<file path="src/rtl/core/ciss_pkg.sv">
// Shared types, constants and helpers for the case-insensitive substring search.
`default_nettype none
package ciss_pkg;

  // Sizing
  localparam int PATTERN_MAX   = 16;
  localparam int POSITION_BITS = 16;
  localparam int OFFSET_BITS   = 16;
  localparam int LEN_BITS      = 5;
  localparam int REG_BITS      = 64;
  localparam int CFG_ADDR_BITS = 2;
  localparam int IN_DATA_BITS  = 8;
  localparam int OUT_DATA_BITS = 24;

  // Register indexes on the configuration port
  typedef enum logic [CFG_ADDR_BITS-1:0] {
    CFG_PATTERN_LENGTH = 2'd0,
    CFG_PATTERN_LOW    = 2'd1,
    CFG_PATTERN_HIGH   = 2'd2
  } cfg_index_t;

  // Configuration as seen by the match logic
  typedef struct packed {
    logic [LEN_BITS-1:0] length;
    logic [REG_BITS-1:0] pat_high;
    logic [REG_BITS-1:0] pat_low;
  } cfg_t;

  // One result request
  typedef struct packed {
    logic                   ovf;
    logic [OFFSET_BITS-1:0] offset;
    logic                   found;
  } res_t;

  // Map a to z onto A to Z, all other codes unchanged
  function automatic logic [7:0] fold_case(input logic [7:0] c);
    logic [7:0] f;
    f = c;
    if (c >= 8'h61 && c <= 8'h7A) begin
      f = c - 8'h20;
    end
    return f;
  endfunction

endpackage
`default_nettype wire

</file>
<file path="src/rtl/core/ciss_cfg_regs.sv">
// Configuration registers: pattern length and the sixteen pattern bytes.
`default_nettype none
module ciss_cfg_regs (
  input  wire logic                               clk,
  input  wire logic                               rst_n,
  input  wire logic                               cfg_wr_en,
  input  wire logic [ciss_pkg::CFG_ADDR_BITS-1:0] cfg_addr,
  input  wire logic [ciss_pkg::REG_BITS-1:0]      cfg_wdata,
  output ciss_pkg::cfg_t                          cfg
);
  import ciss_pkg::*;

  logic [LEN_BITS-1:0] length_r;
  logic [REG_BITS-1:0] pat_low_r;
  logic [REG_BITS-1:0] pat_high_r;

  // Register writes, unknown indexes are dropped
  always_ff @(posedge clk) begin
    if (!rst_n) begin
      length_r   <= '0;
      pat_low_r  <= '0;
      pat_high_r <= '0;
    end else if (cfg_wr_en) begin
      unique case (cfg_addr)
        CFG_PATTERN_LENGTH: length_r   <= cfg_wdata[LEN_BITS-1:0];
        CFG_PATTERN_LOW:    pat_low_r  <= cfg_wdata;
        CFG_PATTERN_HIGH:   pat_high_r <= cfg_wdata;
        default: ;
      endcase
    end
  end

  assign cfg.length   = length_r;
  assign cfg.pat_low  = pat_low_r;
  assign cfg.pat_high = pat_high_r;

endmodule
`default_nettype wire

</file>
<file path="src/rtl/core/ciss_match_core.sv">
// Input register, bit-parallel match vector and per-string position tracking.
`default_nettype none
module ciss_match_core (
  input  wire logic                              clk,
  input  wire logic                              rst_n,
  input  ciss_pkg::cfg_t                         cfg,
  input  wire logic                              in_valid,
  output logic                                   in_ready,
  input  wire logic [ciss_pkg::IN_DATA_BITS-1:0] in_byte,
  input  wire logic                              in_last,
  input  wire logic                              res_ready,
  output logic                                   res_valid,
  output ciss_pkg::res_t                         res
);
  import ciss_pkg::*;

  localparam logic [POSITION_BITS-1:0] POS_LIMIT = '1;

  // Input register
  logic                    s1_valid_r;
  logic [IN_DATA_BITS-1:0] s1_byte_r;
  logic                    s1_last_r;

  // Per-string state
  logic [PATTERN_MAX-1:0]   pm_r,    pm_nxt;
  logic [POSITION_BITS-1:0] pos_r,   pos_nxt;
  logic                     seen_r,  seen_nxt;
  logic [POSITION_BITS-1:0] start_r, start_nxt;
  logic                     sat_r,   sat_nxt;

  logic                     s1_ends;
  logic                     s1_adv;
  logic                     take;
  logic [LEN_BITS-1:0]      act_len;
  logic [LEN_BITS-1:0]      len_m1;
  logic [PATTERN_MAX-1:0]   eq;
  logic [PATTERN_MAX-1:0]   pm_take;
  logic                     hit;
  logic [7:0]               text_fold;
  logic [2*REG_BITS-1:0]    pat_all;
  logic                     wide;

  // Stage control: a result request needs room in the result register
  assign s1_ends  = s1_valid_r && (s1_byte_r == '0 || s1_last_r);
  assign s1_adv   = s1_valid_r && (!s1_ends || res_ready);
  assign in_ready = !s1_valid_r || s1_adv;
  assign take     = s1_adv && (s1_byte_r != '0);

  always_ff @(posedge clk) begin
    if (!rst_n) begin
      s1_valid_r <= 1'b0;
    end else if (in_ready) begin
      s1_valid_r <= in_valid;
    end
  end

  always_ff @(posedge clk) begin
    if (in_ready && in_valid) begin
      s1_byte_r <= in_byte;
      s1_last_r <= in_last;
    end
  end

  // Active pattern length, clamped to the pattern store
  always_comb begin
    act_len = cfg.length;
    if (cfg.length > LEN_BITS'(PATTERN_MAX)) begin
      act_len = LEN_BITS'(PATTERN_MAX);
    end
    len_m1 = act_len - LEN_BITS'(1);
  end

  // Per-byte compare vector; a zero pattern byte never matches
  assign pat_all   = {cfg.pat_high, cfg.pat_low};
  assign text_fold = fold_case(s1_byte_r);

  always_comb begin
    for (int i = 0; i < PATTERN_MAX; i++) begin
      eq[i] = (LEN_BITS'(i) < act_len) && (pat_all[8*i +: 8] != 8'h00) &&
              (fold_case(pat_all[8*i +: 8]) == text_fold);
    end
  end

  assign pm_take = {pm_r[PATTERN_MAX-2:0], 1'b1} & eq;
  assign hit     = (act_len != '0) && pm_take[len_m1[$clog2(PATTERN_MAX)-1:0]];

  // Next per-string state; a result clears it for the next string
  always_comb begin
    pm_nxt    = pm_r;
    pos_nxt   = pos_r;
    seen_nxt  = seen_r;
    start_nxt = start_r;
    sat_nxt   = sat_r;
    if (take) begin
      pm_nxt = pm_take;
      if (pos_r == POS_LIMIT) begin
        sat_nxt = 1'b1;
      end else begin
        pos_nxt = pos_r + POSITION_BITS'(1);
      end
      if (!seen_r && hit) begin
        seen_nxt = 1'b1;
        if (sat_nxt || pos_r < POSITION_BITS'(len_m1)) begin
          start_nxt = POS_LIMIT;
        end else begin
          start_nxt = pos_r - POSITION_BITS'(len_m1);
        end
      end
    end
  end

  // Result fields from the state after this byte
  assign wide       = (start_nxt >> OFFSET_BITS) != '0;
  assign res_valid  = s1_adv && s1_ends;
  assign res.found  = seen_nxt;
  assign res.offset = !seen_nxt ? '0 : (wide ? '1 : OFFSET_BITS'(start_nxt));
  assign res.ovf    = sat_nxt || (seen_nxt && wide);

  always_ff @(posedge clk) begin
    if (!rst_n || res_valid) begin
      pm_r    <= '0;
      pos_r   <= '0;
      seen_r  <= 1'b0;
      start_r <= '0;
      sat_r   <= 1'b0;
    end else begin
      pm_r    <= pm_nxt;
      pos_r   <= pos_nxt;
      seen_r  <= seen_nxt;
      start_r <= start_nxt;
      sat_r   <= sat_nxt;
    end
  end

`ifndef SYNTH
  // A delivered result leaves a clean string state behind
  a_clear_after_result: assert property (@(posedge clk) disable iff (!rst_n)
    res_valid |=> (pos_r == '0 && !seen_r && !sat_r && pm_r == '0))
    else $error("string state not cleared after result");

  // Saturation only happens at the counter limit
  a_sat_at_limit: assert property (@(posedge clk) disable iff (!rst_n)
    sat_r |-> (pos_r == POS_LIMIT))
    else $error("saturated flag without counter at limit");

  // No recorded start without a match
  a_start_needs_match: assert property (@(posedge clk) disable iff (!rst_n)
    !seen_r |-> (start_r == '0))
    else $error("match start recorded without a match");
`endif

endmodule
`default_nettype wire

</file>
<file path="src/rtl/core/ciss_result_reg.sv">
// Output register holding one result request until the sink takes it.
`default_nettype none
module ciss_result_reg (
  input  wire logic                                clk,
  input  wire logic                                rst_n,
  input  wire logic                                res_valid,
  input  ciss_pkg::res_t                           res,
  output logic                                     res_ready,
  output logic                                     out_tvalid,
  input  wire logic                                out_tready,
  output logic [ciss_pkg::OUT_DATA_BITS-1:0]       out_tdata
);
  import ciss_pkg::*;

  logic valid_r;
  res_t data_r;

  assign res_ready = !valid_r || out_tready;

  always_ff @(posedge clk) begin
    if (!rst_n) begin
      valid_r <= 1'b0;
    end else if (res_ready) begin
      valid_r <= res_valid;
    end
  end

  always_ff @(posedge clk) begin
    if (res_ready && res_valid) begin
      data_r <= res;
    end
  end

  assign out_tvalid = valid_r;
  assign out_tdata  = OUT_DATA_BITS'(data_r);

endmodule
`default_nettype wire

</file>
<file path="src/rtl/core/case_insensitive_substring_search.sv">
// Top level of the case-insensitive substring search.
`default_nettype none
// Streams text one byte per request and reports, once per string, whether a
// pattern of up to 16 bytes occurs in it (a-z equal A-Z) and where the first
// occurrence starts. A zero byte or tlast ends the string; the zero byte is
// not text. One byte is taken every cycle; only an ending byte can stall the
// input, while the result register still holds a result the sink has not
// taken. An ending byte waits in the input register and its result is then
// loaded into the result register, which drives the output. The bit-parallel
// partial-match vector between the two registers sets the byte rate. The user
// must write configuration while no string is in flight; nothing enforces it.
module case_insensitive_substring_search (
  input  wire logic                               clk,
  input  wire logic                               rst_n,
  input  wire logic                               cfg_wr_en,
  input  wire logic [ciss_pkg::CFG_ADDR_BITS-1:0] cfg_addr,
  input  wire logic [ciss_pkg::REG_BITS-1:0]      cfg_wdata,
  input  wire logic                               in_tvalid,
  output logic                                    in_tready,
  input  wire logic [ciss_pkg::IN_DATA_BITS-1:0]  in_tdata,   // [7:0] text_byte
  input  wire logic                               in_tlast,   // end_of_text
  output logic                                    out_tvalid,
  input  wire logic                               out_tready,
  // [0] found, [16:1] match_offset, [17] offset_overflow, [23:18] zero
  output logic [ciss_pkg::OUT_DATA_BITS-1:0]      out_tdata
);
  import ciss_pkg::*;

  cfg_t cfg;
  res_t res;
  logic res_valid;
  logic res_ready;

  ciss_cfg_regs u_cfg (
    .clk       (clk),
    .rst_n     (rst_n),
    .cfg_wr_en (cfg_wr_en),
    .cfg_addr  (cfg_addr),
    .cfg_wdata (cfg_wdata),
    .cfg       (cfg)
  );

  ciss_match_core u_core (
    .clk       (clk),
    .rst_n     (rst_n),
    .cfg       (cfg),
    .in_valid  (in_tvalid),
    .in_ready  (in_tready),
    .in_byte   (in_tdata),
    .in_last   (in_tlast),
    .res_ready (res_ready),
    .res_valid (res_valid),
    .res       (res)
  );

  ciss_result_reg u_res (
    .clk        (clk),
    .rst_n      (rst_n),
    .res_valid  (res_valid),
    .res        (res),
    .res_ready  (res_ready),
    .out_tvalid (out_tvalid),
    .out_tready (out_tready),
    .out_tdata  (out_tdata)
  );

endmodule
`default_nettype wire

</file>
<file path="config.mk">
export PLATFORM = sky130hd
export DESIGN_NAME = case_insensitive_substring_search
export DESIGN_NICKNAME = d
export VERILOG_FILES = /design/src/rtl/core/ciss_pkg.sv /design/src/rtl/core/ciss_cfg_regs.sv /design/src/rtl/core/ciss_match_core.sv /design/src/rtl/core/ciss_result_reg.sv /design/src/rtl/core/case_insensitive_substring_search.sv
export SDC_FILE = /design/constraint.sdc
export NUM_CORES = 1
export LEC_CHECK = 0
export ABC_CLOCK_PERIOD_IN_PS = 4600
export BUFFER_PORTS_ARGS = -buffer_cell sky130_fd_sc_hd__buf_2
export CAP_MARGIN = 20
export CORE_MARGIN = 1
export CORE_UTILIZATION = 41
export DETAILED_ROUTE_END_ITERATION = 10
export PLACE_DENSITY_LB_ADDON = 0.25
export SLEW_MARGIN = 20
export SYNTH_ARGS = -nofsm -noshare
export SYNTH_HDL_FRONTEND = slang
export SYNTH_SLANG_ARGS = --single-unit
</file>
<file path="constraint.sdc">
create_clock -name clk -period 4.6 [get_ports clk]
set_input_delay 0.69 -clock clk [delete_from_list [all_inputs] [get_ports clk]]
set_output_delay 0.69 -clock clk [all_outputs]
set_load 0.1 [all_outputs]
</file>
Yosys cells after proc, flatten, opt, wreduce, memory -nomap -nowiden --
Cells that the tools add are included.
Operators by class: $add $sub $neg 20, bitwise logic cells 2, mux-type cells 28, order comparisons 53, eq/ne operators 19, reduce and logical (&&, ||, !) cells 92
Operators by type and width (number):
- >= comparator 8 x 7 -> 1 bit (second input constant) | 17
- <= comparator 8 x 7 -> 1 bit (second input constant) | 17
- 2-to-1 mux 8 bit | 17
- nonzero test 8 bit | 17
- subtractor 8 x 6 -> 8 bit (second input constant) | 17
- equality test 8 bit | 16
- logical AND 1 bit | 57
- 2-to-1 mux 16 bit | 3
- < comparator 4 x 5 -> 1 bit (first input constant) | 8
- < comparator 3 x 5 -> 1 bit (first input constant) | 4
- adder 16 x 1 -> 16 bit (second input constant) | 1
- AND 16 bit | 1
- equality test 16 bit (second input constant) | 1
- < comparator 16 x 5 -> 1 bit | 1
- subtractor 16 x 5 -> 16 bit | 1
- < comparator 1 x 5 -> 1 bit (first input constant) | 2
- < comparator 2 x 5 -> 1 bit (first input constant) | 2
- zero test 8 bit | 1
- AND reduction 2 bit | 4
- logical OR 1 bit | 6
- 2-to-1 mux 1 bit | 6
- > comparator 5 bit (second input constant) | 1
- zero test 1 bit | 5
- < comparator 4 x 5 -> 1 bit (second input constant) | 1
- 8 further kinds | 8
Storage, ports and cells: flip-flop bits (word level) 211, output and inout port bits 26

Depth between registers and ports, before layout --
Gate-level depths: netlist of the first run.
word-level depth 12, gate-level depth with buffers 17, depth with buffers taken out 15

Cells and area by module --
Synthesis of the first run repeated with hierarchy kept, for this count alone.
Unflattened totals: cell total of the unflattened synthesis 1429, area total of the unflattened synthesis 12350.6 µm²
Modules (own cells, without submodules):
- ciss_match_core | area each 6620.1 µm², instances 1, cells each 896
- ciss_cfg_regs | area each 5083.6 µm², instances 1, cells each 503
- ciss_result_reg | area each 646.9 µm², instances 1, cells each 30

Worst setup path before layout of the first run --
No wires, ideal clock.
path type reg-to-reg, start register u_cfg.length_r[4], end register u_res.data_r, in the netlist u_res.out_tdata[15] (data pin), stages on the path, launching flop included 17, required time 4.344 ns, clock period less this slack 3.754 ns, buffers on the path 2, slack 0.846 ns, arrival 3.498 ns, cell sequence dfxtp_1 -> clkbuf_1 -> clkbuf_1 -> nand2b_1 -> ha_1 -> xnor2_1 -> ha_1 -> a21o_1 -> a21oi_1 -> o21ai_1 -> nand2b_1 -> nor3_1 -> nand2_1 -> nor4_1 -> xnor2_1 -> nand2_1 -> a22o_1
Between the ends: longest elaborated chain between the ends 12, elaborated cells on any way between the ends 65, those cells by class 2 x add/sub; 18 x order compare; 8 x mux; 1 x bitwise; 36 x reduce/logical
RTL lines:
- start: declaration | RTL line ciss_cfg_regs.sv:13 | logic [LEN_BITS-1:0] length_r;
- start signal: assignment | RTL line ciss_cfg_regs.sv:25 | CFG_PATTERN_LENGTH: length_r <= cfg_wdata[LEN_BITS-1:0];
- > comparator 5 bit | RTL line ciss_match_core.sv:67 | if (cfg.length > LEN_BITS'(PATTERN_MAX)) begin
- 2-to-1 mux 5 bit (*) | RTL line ciss_match_core.sv:67
- parallel branches: the longest is 10 deep, another holds < comparator 16 x 5 -> 1 bit
- end signal: assignment | RTL line ciss_result_reg.sv:30 | data_r <= res;
- end: declaration | RTL line ciss_result_reg.sv:16 | res_t data_r;
Every way passes the cells marked *. The select of a mux whose other input is x is not followed. A chain may end at the register's enable or synchronous reset.

Worst setup path in the final report of the first run --
start register u_core.s1_byte_r[1], end output port in_tready
Between the ends: longest elaborated chain between the ends 7
RTL lines:
- start: declaration | RTL line ciss_match_core.sv:21 | logic [IN_DATA_BITS-1:0] s1_byte_r;
- start signal: assignment | RTL line ciss_match_core.sv:59 | s1_byte_r <= in_byte;
- zero test 8 bit | RTL line ciss_match_core.sv:44 | assign s1_ends = s1_valid_r && (s1_byte_r == '0 || s1_last_r);
- logical OR 1 bit | RTL line ciss_match_core.sv:44
- logical AND 1 bit | RTL line ciss_match_core.sv:44
- zero test 1 bit | RTL line ciss_match_core.sv:45 | assign s1_adv = s1_valid_r && (!s1_ends || res_ready);
- logical OR 1 bit | RTL line ciss_match_core.sv:45
- logical AND 1 bit | RTL line ciss_match_core.sv:45
- logical OR 1 bit | RTL line ciss_match_core.sv:46 | assign in_ready = !s1_valid_r || s1_adv;
- end: declaration | RTL line case_insensitive_substring_search.sv:19 | output logic in_tready,
Every way passes these cells.

==> results_dict.tcl, run 1 <==
set metrics [dict create \
    place_ws_ns 0.723 \
    whs_ns 0.339 \
    p_switching_uw 1180 \
    leakagePower_uw 0.00489 \
    cts_tree "yes" \
    h-tree-depth 1 \
    crit_arrival_ns 3.23 \
    cts_setup_buffers 0 \
    syn_area_um2 11900 \
    cp_cell_sequence "or4_4, nor2_2, nor4b_1, o21ai_1, nor2_1, inv_1, buf_2" \
    ys_async_sr_fraction_pct 0 \
    die-area_um2 29600 \
    hold_buffers 0 \
    clock_latency_ns 0.53 \
    antenna_found_initial 0 \
    status "finished, final reports clean" \
    core-area_um2 28200 \
    critPathKind "reg2out" \
    slew_viol_final 0 \
    maxCapViolations 0 \
    period_minus_slack_ns 3.92 \
    critPathTopFamily "simple AND/OR/NAND/NOR gates" \
    wl_mm 30.4 \
    yosysWarnings 0 \
    intPower_uw 3440 \
    initial_core_util_pct 42.1 \
    ys.flop_type "dfxtp_1" \
    area_delta_synth_final_pct 14.0 \
    clk_pin_slew_worst_paths_ns 0.06 \
    drtPass1Iterations 7 \
    cts_max_path_buffers 3 \
    fin_skew_ns 0.0128 \
    first_global_vias 9511 \
    synthCells 1451 \
    rows 61 \
    grt.overflow.total 0 \
    finalHoldViolations 0 \
    ant_nets 0 \
    hpwlAfterDp_mm 21.1 \
    seq_power_share_pct 42.8 \
    cts.repair.resized 0 \
    synth-seq-area-share_pct 37.9 \
    diodes 0 \
    fin_crit_sh_pct 85.1 \
    cts-root-buf "clkbuf_16" \
    setup_tns_ns 0 \
    io_buffers 99 \
    max_freq_mhz 255 \
    worstPathRequired_ns 3.91 \
    p_per_area_nw_per_um2 342 \
    worstSetupStartpointType "flip-flop" \
    crit_buf_inv 2 \
    yosys.cell_types.count 71 \
    vias_per_cell 5.30 \
    clkPwrFrac_pct 45.9 \
    worstMarginPinSlew_ns 1.10 \
    final_common_cell "nand2_1" \
    slew_headroom_pct 26.4 \
    drtIter0Drc 725 \
    synth_edf_count 27 \
    final_cell_mix "347 x nand2_1, 184 x dfxtp_1, 129 x a21boi_0" \
    drc 0 \
    setup_ws_ns 0.683 \
    setup_violations 0 \
    hold_path.class "in2reg" \
    pwr-share-comb_pct 11.3 \
    die_x_um 172 \
    synth.ff_latch_count 211 \
    numCtsBuffers 25 \
    finalNetCount 1621 \
    crit_slowest_cell "nor4b_1" \
    critPathCaptureType "output port" \
    fp.dieH_um 172 \
    fillers 2762 \
    irDropWorstVdd_uv 244 \
    rsz0062_at_grt "false" \
    grt_pass1_wl_mm 49.4 \
    switching_share_pct 25.5 \
    track_usage_pct 21.0 \
    cts.sinks 211 \
    grt_start_max_net_pins 73 \
    drive_gt1_share_pct 11.6 \
    vias 10120 \
    cp_max_fo 5 \
    gp_congestion 0.866 \
    ioPinCount 106 \
    slowest_delay_ns 0.69 \
    wire_per_inst_um 15.9 \
    synth.avg_cell_area_um2 8.18 \
]
-- synth_stat cells (8+ instances only) --
library cell / number / area, µm²
a21boi_0: 129 / 968
a21oi_1: 46 / 230
a22o_1: 16 / 140
a32oi_1: 16 / 140
buf_4: 10 / 75.1
clkbuf_1: 66 / 248
dfxtp_1: 184 / 3680
edfxtp_1: 27 / 811
ha_1: 26 / 325
inv_1: 48 / 180
mux2i_1: 8 / 80.1
nand2_1: 347 / 1300
nand2b_1: 8 / 50.1
nand3_1: 23 / 115
nand3b_1: 11 / 82.6
nand4_1: 31 / 194
nor2_1: 67 / 251
nor2b_1: 15 / 93.8
nor3_1: 26 / 130
nor4_1: 13 / 81.3
o21ai_0: 20 / 100
o21bai_1: 15 / 113
o22ai_1: 15 / 93.8
o31ai_1: 18 / 135
or3_1: 8 / 50.1
or4_1: 19 / 143
xnor2_1: 80 / 701
xor2_1: 75 / 657
-- final timing paths --
| kind | startpoint | end | slack [ns] | cells after the start |
|---|---|---|---|---|
| worst max register to register | u_cfg.length_r[4]$_SDFFE_PN0P_ | u_res.out_tdata[15]$_SDFFCE_PN0P_ | 0.68 | 14 |
| worst min-delay path | in_tlast | u_core.s1_last_r$_DFFE_PP_ | 0.34 | 1 |
| worst min register to register | u_core.start_r[11]$_SDFF_PP0_ | u_core.start_r[11]$_SDFF_PP0_ | 0.45 | 2 |
| worst max-delay path | u_core.s1_byte_r[1]$_DFFE_PP_ | in_tready | 0.68 | 7 |
-- registers in the layout, summed over array words and instances (netlist names) --
name               cells
u_cfg.pat_high_r      64
u_cfg.pat_low_r       64
u_res.out_tdata       18
u_core.pos_r          16
u_core.start_r        16
u_core.pm_r           15
u_core.s1_byte_r       8
u_cfg.length_r         5
u_core.s1_last_r       1
u_core.s1_valid_r      1
u_core.sat_r           1
u_core.seen_r          1
u_res.out_tvalid       1
-- logic make-up (layout without fill, tap and decap cells) --
group,Yosys count,after routing,share of synthesized area (%)
AO/OA/AOI/OAI,318,318,19.3
XOR/XNOR,155,155,11.4
adder cells (fa/ha/maj),27,27,2.91
buffers and inverters,144,221,5.40
flip-flops,211,211,37.9
multiplexers,8,8,0.675
other,1,6,0.0316
AND/OR/NAND/NOR,587,587,22.4
-- metal layers --
| metal | GRT usage (%) | vias up | wire, µm |
|---|---|---|---|
| li1 | - | 5126 | - |
| met1 | 28.7 | 4732 | 14600 |
| met2 | 34.7 | 217 | 13800 |
| met3 | 2.86 | 45 | 1420 |
| met4 | 5.27 | 0 | 605 |
| met5 | 0 | - | 0 |
-- final cells by class --
| type | instances | area (µm²) | share of cell area [%] |
|---|---|---|---|
| clock inverter | 10 | 160 | 1.18 |
| sequential | 211 | 4490 | 33.2 |
| inverter | 50 | 188 | 1.39 |
| timing repair buffer | 125 | 716 | 5.29 |
| multi-input combinational | 1101 | 6770 | 50.0 |
| clock buffer | 36 | 729 | 5.39 |
| tap | 378 | 473 | 3.49 |
-- power by group through the flow --
stage / Clock [µW] / Combinational, µW / Sequential, µW
2_1_floorplan: 0 / 372 / 2020
3_3_place_gp: 0 / 516 / 2020
3_5_place_dp: 0 / 523 / 2020
4_1_cts: 2160 / 526 / 1980
5_1_grt: 2240 / 581 / 1990
6_report: 2120 / 524 / 1980
-- through the flow --
stage                     power, µW  utilization, %  std cells  instance area, µm²
final                          4620            48.1       1911               13500
after global routing           4810            48.1       1911               13500
after CTS                      4670            48.0       1910               13500
after detailed placement       2540            44.8       1864               12600
after global placement         2530            44.8       1864               12600
after floorplan                2390               -       1456               11900
(Power assumes the default switching activity.)
==> run 2, diff against run 1 <==
SYNTH_HIERARCHICAL = 1   (was not set)
==> run 2 against run 1 <==
Non-clock buffer count decreased by 5. Worst hold slack about the same. Via count decreased by 0.87%. Critical path depth increased by 6. Setup slack improved by 0.0020 ns. Synthesized cell count decreased by 1.5%. Sequential cell count unchanged.
==> results_dict.tcl, run 2 <==
set metrics [dict create \
    cts_setup_buffers 0 \
    synth_fa_ha_area_share_pct 2.80 \
    antenna_found_initial 0 \
    drtPass1Iterations 5 \
    status "finished, final reports clean" \
    yosysMostFrequentCell "nand2_1" \
    core-area_um2 29600 \
    max_freq_mhz 255 \
    die-area_um2 30800 \
    rsz0062_at_grt "false" \
    synth-seq-area-share_pct 36.4 \
    clock_latency_ns 0.53 \
    drtIter0Drc 563 \
    area_delta_synth_final_pct 11.0 \
    synth_commonest_cells "312 x nand2_1, 184 x dfxtp_1, 153 x mux2i_1" \
    numCtsBuffers 25 \
    hpwlAfterDp_mm 22.4 \
    ant_nets 0 \
    fin_crit_sh_pct 85.1 \
    leakagePower_uw 0.00541 \
    ys_async_sr_fraction_pct 0 \
    critPathCaptureType "flip-flop" \
    final_cell_mix "312 x nand2_1, 184 x dfxtp_1, 153 x mux2i_1" \
    clk_pin_slew_worst_paths_ns 0.06 \
    synth_top_family_by_area "simple AND/OR/NAND/NOR gates" \
    place_ws_ns 0.712 \
    io_buffers 99 \
    finalHoldViolations 0 \
    critPathKind "reg2reg" \
    finalNetCount 1600 \
    synth_xor_area_share_pct 11.1 \
    synth.area.mux_share_pct 12.4 \
    grt_pass1_wl_mm 49.9 \
    track_usage_pct 20.1 \
    h-tree-depth 1 \
    fp.dieH_um 176 \
    setup_tns_ns 0 \
    slew_headroom_pct 25.6 \
    yosysWarnings 6 \
    drc 0 \
    initial_core_util_pct 41.7 \
    setup_violations 0 \
    wire_per_inst_um 16.2 \
    vias 10032 \
    setup_ws_ns 0.685 \
    irDropWorstVdd_uv 238 \
    regArea_um2 4490 \
    drive_gt1_share_pct 12.0 \
    synth.ff_latch_count 211 \
    synth-compound-area-share_pct 10.4 \
    cts_max_path_buffers 3 \
    first_global_vias 9443 \
    synth_top_area_cell "dfxtp_1" \
    ys.flop_type "dfxtp_1" \
    cts.repair.resized 0 \
    crit_arrival_ns 4.19 \
    slew_viol_final 0 \
    grt_start_max_net_pins 106 \
    ys_top_cells_by_area "dfxtp_1 30%, mux2i_1 12%, nand2_1 9.5%" \
    synthCells 1429 \
    hold_buffers 0 \
    rows 63 \
    p_per_area_nw_per_um2 322 \
    vias_per_cell 5.28 \
    fillers 2957 \
    period_minus_slack_ns 3.91 \
    die_x_um 176 \
    diodes 0 \
    wl_mm 30.9 \
    synth.avg_cell_area_um2 8.64 \
    worstMarginPinSlew_ns 1.11 \
    yosys.cell_types.count 73 \
    fin_skew_ns 0.0186 \
    synth_top_area_share_pct 29.8 \
    gp_congestion 0.878 \
    cp_max_fo 7 \
    cts_tree "yes" \
    hold_path.class "in2reg" \
    multiInputGateArea_um2 7090 \
    worstPathRequired_ns 4.88 \
    syn_area_um2 12400 \
    cts-root-buf "clkbuf_16" \
    worstSetupStartpointType "flip-flop" \
    synth_edf_count 27 \
    ioPinCount 106 \
    grt.overflow.total 0 \
    synthSimpleGateAreaFrac_pct 20.5 \
    cts.sinks 211 \
    maxCapViolations 0 \
    final_common_cell "nand2_1" \
]
## run 2: cell types whose count changed after synthesis, moves of 8 or more
cell / change
o41ai_1: +10
nor3_1: +8
buf_2: +14
clkbuf_1: -42
buf_6: +8
nor2_1: +10
a21boi_0: -128
a22o_1: -16
nand2_1: -35
o21ai_0: +14
mux2i_1: +145
nor2b_1: -11
a32oi_1: -15
## run 2: where the power goes
group	internal [µW]	leakage, µW	total [µW]	switching [µW]
logic	201	0.00324	525	325
clock network	1100	0.000397	1910	806
registers	1920	0.00177	1980	67.8
total	3220	0.00541	4410	1200
## run 2: per-layer routing
metal | GRT usage (%) | share of wire (%) | up-vias
li1 | - | - | 5052
met1 | 26.7 | 46 | 4743
met2 | 33.5 | 47 | 182
met3 | 2.42 | 3.4 | 55
met4 | 6.63 | 2.9 | 0
met5 | 0 | 0 | -
## run 2: area by class of cell
cell class	instances	share of cell area, %
well taps	390	3.56
inverters	48	1.31
clock buffers	32	5.20
clock inverters	13	0.603
repair buffers	120	4.81
flip-flops and latches	211	32.8
multi-input cells	1087	51.7
## run 2: kinds of logic after synthesis
family                     count (synthesis)
AOI/OAI and AO/OA                        186
xor gates and xnor gates                 155
adders and majority gates                 27
buffers and inverters                    136
DFF                                      211
muxes                                    153
other                                      1
and+or+nand+nor                          560
## run 2: worst max-delay path: stages (launching register included)
cell	delay [ns]
dfxtp_1	0.41
nor2b_1	0.42
clkinv_1	0.16
ha_1	0.26
xnor2_1	0.48
ha_1	0.37
o21ai_0	0.12
a21boi_0	0.15
o21ai_0	0.38
nand3_1	0.19
or3_1	0.35
xnor2_1	0.14
o21ai_0	0.16
o21ai_1	0.07
## run 2: per-stage QoR
stage                     power [µW]  utilization (%)  instances  instance area [µm²]  hold WS, ns
final                           4410             46.2       1901                13700        0.339
after global routing            4590             46.2       1901                13700        0.320
after CTS                       4460             46.2       1901                13700        0.308
after detailed placement        2550             43.6       1856                12900        0.446
after global placement          2540             43.5       1856                12900        0.443
after floorplan                 2420                -       1434                12400        0.432
## run 2: path summary, 6_finish.rpt
check / slack, ns / startpoint / cells after the start / end
max: 0.69 / u_cfg/length_r[0]$_SDFFE_PN0P_ / 13 / u_res/out_tdata[12]$_DFFE_PP_
min: 0.34 / in_tdata[5] / 1 / u_core/s1_byte_r[5]$_DFFE_PP_
max reg2reg: 0.69 / u_cfg/length_r[0]$_SDFFE_PN0P_ / 13 / u_res/out_tdata[12]$_DFFE_PP_
min reg2reg: 0.46 / u_core/start_r[12]$_SDFF_PP0_ / 2 / u_core/start_r[12]$_SDFF_PP0_
